==> src/hw/rtl/lbps_pkg.sv <==
// ----------------------------------------------------------------------------
// LED blink pattern sequencer package
// Request and result types, entry kinds and the constant pattern ROM.
// ----------------------------------------------------------------------------
package lbps_pkg;

    localparam int IDX_W   = 4;
    localparam int DLY_W   = 5;
    localparam int PAT_W   = 2;

    localparam logic [PAT_W-1:0] PAT_COUNT = 2'd3;
    localparam logic [PAT_W-1:0] PAT_NONE  = 2'd3;

    // request opcodes
    localparam logic OP_TICK   = 1'b0;
    localparam logic OP_SELECT = 1'b1;

    typedef enum logic [1:0] {
        KIND_SET   = 2'd0,
        KIND_DELAY = 2'd1,
        KIND_END   = 2'd2
    } t_kind;

    typedef struct packed {
        t_kind              kind;
        logic [DLY_W-1:0]   arg;
    } t_rom_entry;

    typedef struct packed {
        logic               operation;
        logic [PAT_W-1:0]   pattern_sel;
        logic               enable_req;
        logic               repeat_req;
    } t_in_item;

    typedef struct packed {
        logic               led_on;
        logic               running;
        logic               select_accepted;
        logic [PAT_W-1:0]   active_pattern;
    } t_out_item;

    // number of entries in each pattern, end entry included
    function automatic logic [IDX_W:0] pattern_len(input logic [PAT_W-1:0] pat);
        logic [IDX_W:0] len;
        case (pat)
            2'd0:    len = 5'd3;
            2'd1:    len = 5'd5;
            2'd2:    len = 5'd15;
            default: len = 5'd0;
        endcase
        return len;
    endfunction

    // pattern ROM lookup; unlisted slots read as end entries
    function automatic t_rom_entry rom_entry(input logic [PAT_W-1:0] pat,
                                             input logic [IDX_W-1:0] idx);
        t_rom_entry e;
        e = '{kind: KIND_END, arg: '0};
        case (pat)
            2'd0: begin
                case (idx)
                    4'd0:    e = '{kind: KIND_SET,   arg: 5'd1};
                    4'd1:    e = '{kind: KIND_DELAY, arg: 5'd31};
                    default: e = '{kind: KIND_END,   arg: 5'd0};
                endcase
            end
            2'd1: begin
                case (idx)
                    4'd0:    e = '{kind: KIND_SET,   arg: 5'd1};
                    4'd1:    e = '{kind: KIND_DELAY, arg: 5'd1};
                    4'd2:    e = '{kind: KIND_SET,   arg: 5'd0};
                    4'd3:    e = '{kind: KIND_DELAY, arg: 5'd9};
                    default: e = '{kind: KIND_END,   arg: 5'd0};
                endcase
            end
            2'd2: begin
                case (idx)
                    4'd0, 4'd4, 4'd8:   e = '{kind: KIND_SET,   arg: 5'd1};
                    4'd1, 4'd5, 4'd9:   e = '{kind: KIND_DELAY, arg: 5'd1};
                    4'd2, 4'd6, 4'd10:  e = '{kind: KIND_SET,   arg: 5'd0};
                    4'd3, 4'd7, 4'd11:  e = '{kind: KIND_DELAY, arg: 5'd2};
                    4'd12:              e = '{kind: KIND_SET,   arg: 5'd0};
                    4'd13:              e = '{kind: KIND_DELAY, arg: 5'd18};
                    default:            e = '{kind: KIND_END,   arg: 5'd0};
                endcase
            end
            default: e = '{kind: KIND_END, arg: 5'd0};
        endcase
        return e;
    endfunction

endpackage

==> src/hw/rtl/lbps_core.sv <==
// ----------------------------------------------------------------------------
// LED blink pattern sequencer core
// Holds the sequencer state and executes one tick or select request per
// cycle in which i_advance is high.
// ----------------------------------------------------------------------------
module lbps_core (
    input  logic                i_clk,
    input  logic                i_rst_n,
    input  logic                i_advance,
    input  lbps_pkg::t_in_item  i_item,
    output lbps_pkg::t_out_item o_result
);
    import lbps_pkg::*;

    logic               r_run;
    logic               r_loop;
    logic [IDX_W-1:0]   r_idx;
    logic [DLY_W-1:0]   r_dly;
    logic [PAT_W-1:0]   r_pat;
    logic               r_led;

    logic               n_run;
    logic               n_loop;
    logic [IDX_W-1:0]   n_idx;
    logic [DLY_W-1:0]   n_dly;
    logic [PAT_W-1:0]   n_pat;
    logic               n_led;
    logic               accepted;

    t_rom_entry         cur_entry;
    t_rom_entry         exec_entry;
    logic [IDX_W-1:0]   base_idx;
    logic [DLY_W-1:0]   base_dly;
    logic [DLY_W-1:0]   dly_inc;

    // entry lookups for the current index and for the wrap target
    assign cur_entry = rom_entry(r_pat, r_idx);

    // next state for tick and select requests
    always_comb begin
        n_run      = r_run;
        n_loop     = r_loop;
        n_idx      = r_idx;
        n_dly      = r_dly;
        n_pat      = r_pat;
        n_led      = r_led;
        accepted   = 1'b0;
        exec_entry = cur_entry;
        base_idx   = r_idx;
        base_dly   = r_dly;
        dly_inc    = '0;
        if (i_item.operation == OP_SELECT) begin
            if (i_item.pattern_sel != r_pat && i_item.pattern_sel != PAT_NONE) begin
                accepted = 1'b1;
                n_run    = i_item.enable_req;
                n_loop   = i_item.repeat_req;
                n_idx    = '0;
                n_dly    = '0;
                n_pat    = i_item.pattern_sel;
            end
        end else if (r_run) begin
            if (r_pat >= PAT_COUNT || {1'b0, r_idx} >= pattern_len(r_pat)) begin
                n_run = 1'b0;
            end else begin
                // end entry wraps to entry zero or stops the sequencer
                if (cur_entry.kind == KIND_END) begin
                    if (r_loop) begin
                        base_idx   = '0;
                        base_dly   = '0;
                        exec_entry = rom_entry(r_pat, '0);
                    end else begin
                        n_run = 1'b0;
                    end
                end
                if (exec_entry.kind != KIND_DELAY) begin
                    n_led = (exec_entry.kind == KIND_SET) ? exec_entry.arg[0] : 1'b0;
                    n_dly = '0;
                    n_idx = base_idx + 1'b1;
                end else begin
                    dly_inc = base_dly + 1'b1;
                    if (dly_inc >= exec_entry.arg) begin
                        n_dly = '0;
                        n_idx = base_idx + 1'b1;
                    end else begin
                        n_dly = dly_inc;
                        n_idx = base_idx;
                    end
                end
            end
        end
    end

    // result of this request
    always_comb begin
        o_result.led_on          = n_led;
        o_result.running         = n_run;
        o_result.select_accepted = accepted;
        o_result.active_pattern  = n_pat;
    end

    // state registers
    always_ff @(posedge i_clk) begin
        if (!i_rst_n) begin
            r_run  <= 1'b0;
            r_loop <= 1'b0;
            r_idx  <= '0;
            r_dly  <= '0;
            r_pat  <= PAT_NONE;
            r_led  <= 1'b0;
        end else if (i_advance) begin
            r_run  <= n_run;
            r_loop <= n_loop;
            r_idx  <= n_idx;
            r_dly  <= n_dly;
            r_pat  <= n_pat;
            r_led  <= n_led;
        end
    end

endmodule

==> src/hw/rtl/led_blink_pattern_sequencer.sv <==
// ----------------------------------------------------------------------------
// LED blink pattern sequencer
// Steps an LED through one of three fixed blink patterns, one tick at a time.
// ----------------------------------------------------------------------------
// Usage:
//   Request channel (i_in_valid / o_in_stall / i_in_item): a tick request
//   (operation 0) executes one pattern step; a select request (operation 1)
//   loads a pattern with its enable and repeat flags, and is refused when it
//   names the loaded pattern or pattern 3.
//   Result channel (o_out_valid / i_out_stall / o_out_item): exactly one
//   result per request, in order, with LED level, running flag, whether the
//   select was taken, and the loaded pattern (3 = none since reset).
//   Path: a request goes into the input register, is executed by the core
//   once the result queue has room or is being read, and lands in the
//   two-entry result queue, from which the receiver takes it.
//   Throughput: one request per cycle while results drain; the core updates
//   all sequencer state once per request.
//   Stall: when the result queue is full and the receiver stalls, the input
//   register holds and o_in_stall rises; nothing is dropped.
//   Reset: synchronous, active low; the LED is off, the sequencer stopped,
//   no pattern is loaded and both channels are empty.
// ----------------------------------------------------------------------------
module led_blink_pattern_sequencer (
    input  logic                i_clk,
    input  logic                i_rst_n,
    input  logic                i_in_valid,
    output logic                o_in_stall,
    input  lbps_pkg::t_in_item  i_in_item,
    output logic                o_out_valid,
    input  logic                i_out_stall,
    output lbps_pkg::t_out_item o_out_item
);
    import lbps_pkg::*;

    logic               r_in_valid;
    t_in_item           r_in_item;
    t_out_item          r_fifo [2];
    logic               r_wr_ptr;
    logic               r_rd_ptr;
    logic [1:0]         r_count;

    logic               pop;
    logic               advance;
    logic               take;
    t_out_item          core_result;

    // queue handshake
    assign o_out_valid = (r_count != 2'd0);
    assign o_out_item  = r_fifo[r_rd_ptr];
    assign pop         = o_out_valid && !i_out_stall;
    assign advance     = r_in_valid && ((r_count != 2'd2) || pop);
    assign o_in_stall  = r_in_valid && !advance;
    assign take        = i_in_valid && !o_in_stall;

    // sequencer core
    lbps_core u_core (
        .i_clk     (i_clk),
        .i_rst_n   (i_rst_n),
        .i_advance (advance),
        .i_item    (r_in_item),
        .o_result  (core_result)
    );

    // input register
    always_ff @(posedge i_clk) begin
        if (!i_rst_n) begin
            r_in_valid <= 1'b0;
        end else if (take) begin
            r_in_valid <= 1'b1;
        end else if (advance) begin
            r_in_valid <= 1'b0;
        end
    end

    always_ff @(posedge i_clk) begin
        if (take) begin
            r_in_item <= i_in_item;
        end
    end

    // result queue control
    always_ff @(posedge i_clk) begin
        if (!i_rst_n) begin
            r_wr_ptr <= 1'b0;
            r_rd_ptr <= 1'b0;
            r_count  <= 2'd0;
        end else begin
            if (advance) begin
                r_wr_ptr <= ~r_wr_ptr;
            end
            if (pop) begin
                r_rd_ptr <= ~r_rd_ptr;
            end
            case ({advance, pop})
                2'b10:   r_count <= r_count + 2'd1;
                2'b01:   r_count <= r_count - 2'd1;
                default: r_count <= r_count;
            endcase
        end
    end

    // result queue storage
    always_ff @(posedge i_clk) begin
        if (advance) begin
            r_fifo[r_wr_ptr] <= core_result;
        end
    end

endmodule

==> config.mk <==
export PLATFORM = sky130hd
export DESIGN_NAME = led_blink_pattern_sequencer
export DESIGN_NICKNAME = d
export VERILOG_FILES = /design/src/hw/rtl/lbps_pkg.sv /design/src/hw/rtl/lbps_core.sv /design/src/hw/rtl/led_blink_pattern_sequencer.sv
export SDC_FILE = /design/constraint.sdc
export NUM_CORES = 1
export LEC_CHECK = 0
export BUFFER_PORTS_ARGS = -buffer_cell sky130_fd_sc_hd__buf_2
export CORE_ASPECT_RATIO = 1.1
export CORE_UTILIZATION = 64
export CTS_CLUSTER_SIZE = 16
export DETAILED_ROUTE_END_ITERATION = 8
export PLACE_DENSITY_LB_ADDON = 0.08
export SLEW_MARGIN = 10
export SYNTH_ARGS = -nofsm -noshare
export SYNTH_HDL_FRONTEND = slang
export SYNTH_HIERARCHICAL = 1
export SYNTH_SLANG_ARGS = --single-unit
==> constraint.sdc <==
create_clock -name i_clk -period 5.5 [get_ports i_clk]
set_input_delay 0 -clock i_clk [delete_from_list [all_inputs] [get_ports i_clk]]
set_output_delay 0 -clock i_clk [all_outputs]
set_load 0.05 [all_outputs]
Yosys cells after proc, flatten, opt, wreduce, memory -nomap -nowiden --
Memories as Yosys holds them, arrays and structs flattened. A register that Yosys moved wholly into a read port is not among the register bits. Index checks and enable logic that the tools add are counted.
Operators by class: $add $sub $neg 4, order comparisons 3, eq/ne operators 14, mux-type cells 58, bitwise logic cells 2, reduce and logical (&&, ||, !) cells 20
Operator list (count):
- $mux W5 | 13
- $mux W4 | 13
- $mux W7 | 6
- $pmux W7 S4 | 1
- $pmux W7 S3 | 1
- $mux W1 | 19
- $pmux W7 S2 | 1
- $pmux W4 S3 | 1
- $eq A4 B2 Y1 const B | 2
- $reduce_bool A2 Y1 | 4
- $eq A2 B2 Y1 const B | 3
- $ne A2 B2 Y1 const B | 3
- $add A5 B1 Y5 const B | 1
- $ge A4 B5 Y1 | 1
- $ge A5 B5 Y1 | 1
- $logic_and A1 B1 Y1 | 5
- $add A4 B1 Y4 const B | 1
- $eq A2 B1 Y1 const B | 2
- $eq A4 B1 Y1 const B | 1
- $logic_not A2 Y1 | 2
- $logic_not A4 Y1 | 1
- $mux W2 | 2
- $ne A2 B1 Y1 const B | 2
- $pmux W2 S2 | 1
- 10 further kinds | 14
Storage, ports and cells: flip-flop bits (word level) 24, bits in writable memories 10, ROM bits 80, input port bits 9, output and inout port bits 7, logic and storage cells 117, memories kept 2
Memories:
- (no name shown) | words 16, width 5, read ports 1, clocked after Yosys merged registers in 1, write ports 0, line lbps_pkg.sv:78 | case (idx)
- r_fifo | words 2, width 5, read ports 1, clocked after Yosys merged registers in 1, write ports 1, line led_blink_pattern_sequencer.sv:37 | t_out_item r_fifo [2];

Longest topological paths before layout --
Gate-level depths: netlist (run 1).
depth in word-level cells 18, gate-level depth with buffers 18, gate-level depth less buffers 18

Cells and area by module --
The synthesis (run 1) kept the hierarchy.
By module, submodules not included:
- lbps_core | instances 1, cells an instance 186, area an instance 1542.7 µm², seq. area each 380.4 µm²
- led_blink_pattern_sequencer | instances 1, cells an instance 53, area an instance 789.5 µm², seq. area each 570.5 µm²

Worst setup path after synthesis (run 1) --
OpenSTA, ideal clock, no wires.
kind reg-to-reg, start reg u_core.r_pat[1], end reg with a tool-made name, library setup time 0.132 ns, arrival 3.624 ns, data required time 5.368 ns, setup slack 1.744 ns, stages on the path, launching flop included 18, path buffers 0, period minus slack after synthesis 3.756 ns, cells stage by stage dfxtp_1 inv_1 ha_1 and4bb_4 a311oi_4 o211ai_4 and2_2 ha_1 nand3_1 xor2_1 nor2_1 ha_1 o21a_1 a211o_1 a2111oi_2 a211oi_2 a211oi_2 nor3b_2
RTL lines:
- start: declaration | line lbps_core.sv:19 | logic [PAT_W-1:0] r_pat;
- start signal: assignment | line lbps_core.sv:115 | r_pat <= n_pat;

==> results of run 1 <==
-- power groups by stage --
stage	combinational, W	clock [W]	sequential, W
2_1_floorplan	0.0000623	0	0.000332
6_report	0.0000821	0.000200	0.000328
3_3_place_gp	0.0000758	0	0.000334
5_1_grt	0.0000902	0.000215	0.000330
4_1_cts	0.0000815	0.000203	0.000328
3_5_place_dp	0.0000772	0	0.000335
-- stage by stage --
stage          hold WS [ns]  total power, W
2_1_floorplan        0.0989        0.000394
4_1_cts              0.0473        0.000612
6_report             0.0645        0.000610
3_5_place_dp          0.178        0.000412
5_1_grt              0.0512        0.000635
3_3_place_gp          0.177        0.000410
-- metal layers --
metal / global-route usage / up-vias / part of all wire / wire length [um]
met5: 0 / - / 0 / 0
met4: 0.110 / 0 / 0.026 / 117
met3: 0.0591 / 16 / 0.044 / 200
met2: 0.404 / 56 / 0.46 / 2100
met1: 0.356 / 840 / 0.47 / 2170
li1: - / 920 / - / -
-- what timing repair did --
item	in CTS	in global routing
gates resized for setup	0	0
hold buffers	7	0
endpoints found under the hold margin	8	0
endpoints found under the setup margin	0	0
-- cells in the final DEF (no fill, tap or decap), drive strengths merged, types with 2 or more instances in the layout --
cell,instances
a2111oi,2
a211oi,5
a21boi,4
a21oi,8
a22oi,5
and2,7
and3,5
buf,15
clkbuf,5
clkinv,2
dfxtp,25
dlygate4sd3,7
edfxtp,15
ha,16
inv,19
mux2,5
nand2,18
nand2b,4
nand3,6
nor2,20
nor2b,11
nor3,2
nor3b,2
nor4,2
o211a,3
o211ai,6
o21a,5
o21ai,17
or3,3
xor2,2
-- critical path, cell delays in order (launching register included) --
cell and delay [ns]:
dfxtp_1 0.45, inv_1 0.12, ha_1 0.22, and4bb_4 0.22, a311oi_4 0.44, o211ai_4 0.15
and2_2 0.22, ha_1 0.22, xnor2_1 0.24, ha_1 0.28, o21ai_0 0.09, o21ai_0 0.17
a211o_1 0.35, nor2_1 0.37, o21ai_1 0.20, a211oi_2 0.37, nor3b_2 0.08
-- logic make-up after synthesis --
kind of cell / share of synthesized area
buffers and inverters: 0.0451
adders and majority gates: 0.0858
and+or+nand+nor: 0.202
DFF: 0.408
muxes: 0.0284
AOI/OAI and AO/OA: 0.219
xor gates and xnor gates: 0.0113
-- area by class of cell --
cell class / instances / area [um2] / area share
clock buffer: 5 / 37.5 / 0.0145
clock inverter: 3 / 47.5 / 0.0184
inverter: 19 / 71.3 / 0.0275
multi-input combinational: 174 / 1280 / 0.493
sequential: 40 / 951 / 0.367
tap: 48 / 60.1 / 0.0232
timing repair buffer: 22 / 145 / 0.0561
-- final timing paths --
kind / depth (start not counted) / endpoint
min: 2 / u_core/r_led
max: 16 / flip-flop
min reg2reg: 2 / r_wr_ptr
max reg2reg: 16 / flip-flop
==> key figures, run 1 <==
Outcome
  • Status: finished clean

CTS
  • Setup bufs post-CTS: 0
  • Later-pin clock latency in the skew report: 0.35 ns
  • Longest Clk Path Bufs: 2
  • CTS root buf: clkbuf_4
  • CTS tree: yes
  • CTS clk-pin slew, worst paths: 0.13 ns
  • Clk sink count: 40
  • H-tree levels: 2
  • CTS Buf Count: 5

Timing
  • Relative slew slack: 0.667
  • Final WS setup: 1.20 ns
  • Max Freq: 0.233 GHz
  • Slew Limit Fails: 0
  • Setup_tns: 0 ns
  • RSZ-0062 raised after global routing: false
  • Count of final hold-check violations: 0
  • Clock Skew: 0.00897 ns
  • Min Tclk post-route: 4.30 ns
  • Final setup vio count: 0
  • Crit share post-route: 0.781
  • Worst slew pin tran: 0.497 ns

Setup path
  • Crit. End Element: flip-flop
  • Critical Path Source: u_core/r_pat[1]
  • Required time of the critical path: 5.73 ns
  • Critical path class: flip-flop to flip-flop
  • Startpoint types: flip-flop
  • Worst EP arrival: 4.53 ns
  • CP max FO: 6
  • Reg2reg start: u_core/r_pat[1]
  • Reg2Reg Setup Slack: 1.20 ns

GRT
  • Largest net degree at the start of global routing: 24
  • First-pass GRT wire length: 7.60 mm
  • Total gr overflow: 0
  • Vias in the first global route: 1703
  • Antenna violations before repair: 0
  • Total track usage: 0.264

Routing
  • ANT nets after route: 0
  • Routed wire length: 4.59 mm
  • Drt pass-1 iters: 4
  • Avg WL per Cell: 14.7 um
  • DRC errors left: 0
  • DR vias: 1832
  • Via/cell ratio: 5.89
  • Drt first-iter violations: 87

Finish
  • Ant diodes: 0
  • Finished Cell Area: 2590 um2
  • Area grow syn2layout: 11.0%
  • Fillers: 271
  • Final Instance Count excl. Fillers: 311
  • Nets: 287
  • Final Core Density: 0.758
  • Share of cells above drive strength 1: 0.190

Logic synthesis
  • Sequential fraction of the synthesis area: 0.408
  • Syn Area/Cell: 9.76 um2
  • Synthesized cell area: 2330 um2
  • Yosys reg bits: 40
  • Yosys top cell by area: dfxtp_1
  • Yosys synthesis warning count: 6
  • Top cell type's share of synthesized area: 0.215
  • Asr flop ratio synth: 0
  • Leading cell type by number of instances after synthesis: dfxtp_1
  • Synth area leaders: dfxtp_1 21%, edfxtp_1 19%, ha_1 8.6%, inv_1 3.1%, nor2b_1 3.0%
  • Mapped Nets: 264
  • Synth cell types: 55
  • Top_reg_cell synth: dfxtp_1
  • EDFF count, synth: 15
  • Mapped Cells: 239
  • Synth top cells by count: 25 x dfxtp_1, 19 x inv_1, 18 x nand2_1, 18 x nor2_1, 16 x ha_1

Die
  • Starting Density: 0.683
  • Area of the die: 3890 um2
  • Row count: 22
  • Die height: 65.3 um
  • I/O pin count: 16
  • Total core area: 3410 um2
  • Die width: 59.6 um

Power
  • Sw Share: 0.269
  • Pwr Density: 236 nW/um2
  • Logic gate share of total power: 0.135
  • Int Pwr: 0.000446 W
  • NetSw: 0.000164 W
  • Seq pwr share: 0.537
  • Clock share of power: 0.328
  • VDD IR-drop max: 0.000198 V
  • Leak: 1.04 nW

Placed design
  • PortBufs: 15
  • Post-DP HPWL: 3.42 mm
  • Place WS: 1.22 ns
  • Total placed cells including tap cells: 296
  • Routability cong.: 0.869
  • Area after DPL: 2430 um2

Hold path
  • Hold Path Class: input port to flip-flop
  • Hold Crit Start: i_rst_n

Run
  • Max Cap Viol: 0
Note: power is estimated with default switching activity, not from simulation.
==> inputs of run 2 (changes only) <==
--- a/config.mk
+++ b/config.mk
@@ -5,9 +5,10 @@
 export SDC_FILE = /design/constraint.sdc
 export NUM_CORES = 1
 export LEC_CHECK = 0
+export ABC_AREA = 1
 export BUFFER_PORTS_ARGS = -buffer_cell sky130_fd_sc_hd__buf_2
 export CORE_ASPECT_RATIO = 1.1
-export CORE_UTILIZATION = 64
+export CORE_UTILIZATION = 54
 export CTS_CLUSTER_SIZE = 16
 export DETAILED_ROUTE_END_ITERATION = 8
 export PLACE_DENSITY_LB_ADDON = 0.08
==> constraint.sdc (replaced) <==
create_clock -name i_clk -period 3.8 [get_ports i_clk]
set_input_delay 0 -clock i_clk [delete_from_list [all_inputs] [get_ports i_clk]]
set_output_delay 0 -clock i_clk [all_outputs]
set_load 0.05 [all_outputs]
==> run 2 against run 1 <==
Net effect:
- sequential power increased by 46%
- area after synthesis increased by 5.0%
- cell count increased by 26%
- total power increased by 61%
- largest power group unchanged
- critical path type unchanged
==> key figures, run 2 <==
Outcome
  • Status: finished clean

Timing
  • Worst slew pin tran: 0.563 ns
  • Min Tclk post-route: 3.56 ns
  • Slew Limit Fails: 0
  • Max Freq: 0.281 GHz
  • Clock Skew: 0.00891 ns
  • Crit share post-route: 0.936
  • Relative slew slack: 0.624
  • Count of final hold-check violations: 0
  • Final setup vio count: 0

GRT
  • Met3 usage: 0.0453
  • Total gr overflow: 0
  • Largest net degree at the start of global routing: 15
  • Global Route met1 Usage: 0.274
  • Vias in the first global route: 1877
  • Grt met2 use: 0.359
  • GR peak layer: met2
  • First-pass GRT wire length: 8.02 mm
  • Antenna violations before repair: 0
  • Total track usage: 0.220

Die
  • I/O pin count: 16
  • Row count: 25
  • Total core area: 4320 um2
  • Starting Density: 0.567
  • Die width: 66.2 um
  • Area of the die: 4810 um2
  • Die height: 72.6 um

Logic synthesis
  • Post-synthesis mux area share: 0.0230
  • Adder-cell area share of the yosys netlist: 0.0818
  • Synth Area in Simple Gates: 0.302
  • Yosys reg bits: 40
  • Top cell type's share of synthesized area: 0.204
  • Synth Area in XOR/XNOR: 0.0143
  • Sequential fraction of the synthesis area: 0.388
  • Synth top cells by count: 73 x nand2_1, 41 x inv_1, 32 x nor2_1, 25 x dfxtp_1, 17 x nand3_1
  • EDFF count, synth: 15
  • Leading cell type by number of instances after synthesis: nand2_1
  • Largest family of logic cells by synthesized area: simple AND/OR/NAND/NOR gates
  • Mapped Nets: 334
  • Yosys synthesis warning count: 6
  • Mapped Cells: 309
  • Yosys top cell by area: dfxtp_1
  • Synth cell types: 35
  • Synth area leaders: dfxtp_1 20%, edfxtp_1 18%, nand2_1 11%, ha_1 8.2%, inv_1 6.3%
  • Synthesized cell area: 2450 um2
  • Compound-cell area share of the yosys netlist: 0.0940
  • Asr flop ratio synth: 0
  • Top_reg_cell synth: dfxtp_1
  • Syn Area/Cell: 7.92 um2

Finish
  • Nets: 362
  • Area grow syn2layout: 16.0%
  • Finished Cell Area: 2840 um2
  • Final Instance Count excl. Fillers: 392
  • Most frequent cells in the layout: 71 x nand2_1, 39 x inv_1, 32 x nor2_1
  • Commonest non-fill, non-tap cell in the layout: nand2_1
  • Ant diodes: 0
  • Share of cells above drive strength 1: 0.240

Placed design
  • Post-DP HPWL: 3.70 mm
  • Total placed cells including tap cells: 373
  • PortBufs: 15
  • Area after DPL: 2550 um2
  • Routability cong.: 0.871

Setup path
  • Crit. End Element: flip-flop
  • Reg2Reg Setup Slack: 0.24 ns
  • Slowest stage cell on the critical path: dfxtp_4
  • Startpoint types: flip-flop
  • Worst EP arrival: 3.76 ns
  • Worst Reg-to-Reg Cells: 25
  • Reg2reg start: u_core/r_pat[0]
  • CP max FO: 6
  • Critical Path Source: u_core/r_pat[0]
  • Critical path class: flip-flop to flip-flop
  • Largest stage delay, worst path: 0.39 ns
  • CP most frequent cell: nand3_2
  • Required time of the critical path: 4.00 ns

Routing
  • ANT nets after route: 0
  • Drt pass-1 iters: 4
  • Routed wire length: 5.06 mm
  • Avg WL per Cell: 12.9 um
  • Drt first-iter violations: 97
  • DRC errors left: 0
  • DR vias: 2032
  • Via/cell ratio: 5.18

Hold path
  • Hold depth: 5
  • Hold Path Class: input port to flip-flop

CTS
  • H-tree levels: 2
  • CTS root buf: clkbuf_8
  • Longest Clk Path Bufs: 2
  • CTS tree: yes
  • Later-pin clock latency in the skew report: 0.30 ns
  • Clk sink count: 40
  • CTS clk-pin slew, worst paths: 0.08 ns
  • CTS Buf Count: 5

Power
  • VDD IR-drop max: 0.000268 V
  • Logic gate share of total power: 0.149
  • Seq pwr share: 0.486
  • Pwr Density: 347 nW/um2
  • Clock share of power: 0.365
  • Total power: 0.000985 W
  • Leak: 1.29 nW
  • Sw Share: 0.275
  • Int Pwr: 0.000714 W
  • NetSw: 0.000271 W

Run
  • Max Cap Viol: 0
run 2: cell type report:
type                    count  area, um2
inverters                  50        199
clock inverters             3       46.3
well taps                  54       67.6
multi-input cells         213       1320
fillers                   359       1480
clock buffers               5       68.8
repair buffers             27        183
flip-flops and latches     40        956
run 2: worst min path at each step:
| stage | from | to | slack [ns] |
|---|---|---|---|
| floorplan | i_rst_n | u_core/r_pat[0] | 0.1 |
| global placement | i_in_item[1] | r_in_item[1] | 0.18 |
| detailed placement | i_in_item[3] | r_in_item[3] | 0.18 |
| CTS | i_out_stall | r_in_valid | 0.09 |
| global route | i_out_stall | r_in_valid | 0.14 |
| finish | i_out_stall | r_in_valid | 0.1 |
run 2: worst max-delay path, delay by kind of cell, from the launching register on:
kind                       cells  cell delay (ns)
buffers and inverters          5             0.38
and+or+nand+nor               14             1.43
AOI/OAI and AO/OA              3             0.52
adders and majority gates      3             0.74
DFF                            1             0.39
run 2: cells by family (layout without fill, tap and decap cells):
group / after synthesis / after routing
XOR/XNOR: 4 / 4
flip-flops: 40 / 40
buffers and inverters: 56 / 85
multiplexers: 5 / 5
adder cells (fa/ha/maj): 16 / 16
AO/OA/AOI/OAI: 37 / 37
AND/OR/NAND/NOR: 151 / 151
run 2: layer usage:
metal | wire length, um | vias to the layer above
met2 | 2420 | 37
met3 | 135 | 14
li1 | - | 1051
met1 | 2340 | 930
met5 | 0 | -
met4 | 162 | 0
run 2: power by group through the flow:
stage / Clock, W / Combinational [W] / Sequential [W]
6_report: 0.000360 / 0.000147 / 0.000479
5_1_grt: 0.000379 / 0.000160 / 0.000481
4_1_cts: 0.000366 / 0.000135 / 0.000477
3_5_place_dp: 0 / 0.000129 / 0.000487
3_3_place_gp: 0 / 0.000126 / 0.000487
2_1_floorplan: 0 / 0.000106 / 0.000484
run 2: metrics by stage:
| stage | setup slack (ns) | utilization | hold WS [ns] | setup TNS (ns) |
|---|---|---|---|---|
| after floorplan | 0.270 | - | 0.0986 | 0 |
| after global routing | -0.0338 | 0.658 | 0.136 | -0.0635 |
| final | 0.242 | 0.658 | 0.0972 | 0 |
| after detailed placement | 0.0815 | 0.592 | 0.180 | 0 |
| after CTS | 0.0580 | 0.635 | 0.0906 | 0 |
| after global placement | 0.193 | 0.592 | 0.176 | 0 |
run 2: timing repair:
action	in CTS	in global routing
buffers inserted	0	4
endpoints found under the hold margin	8	0
hold buffers	7	0
setup endpoints to repair	0	14
resized for setup	0	18
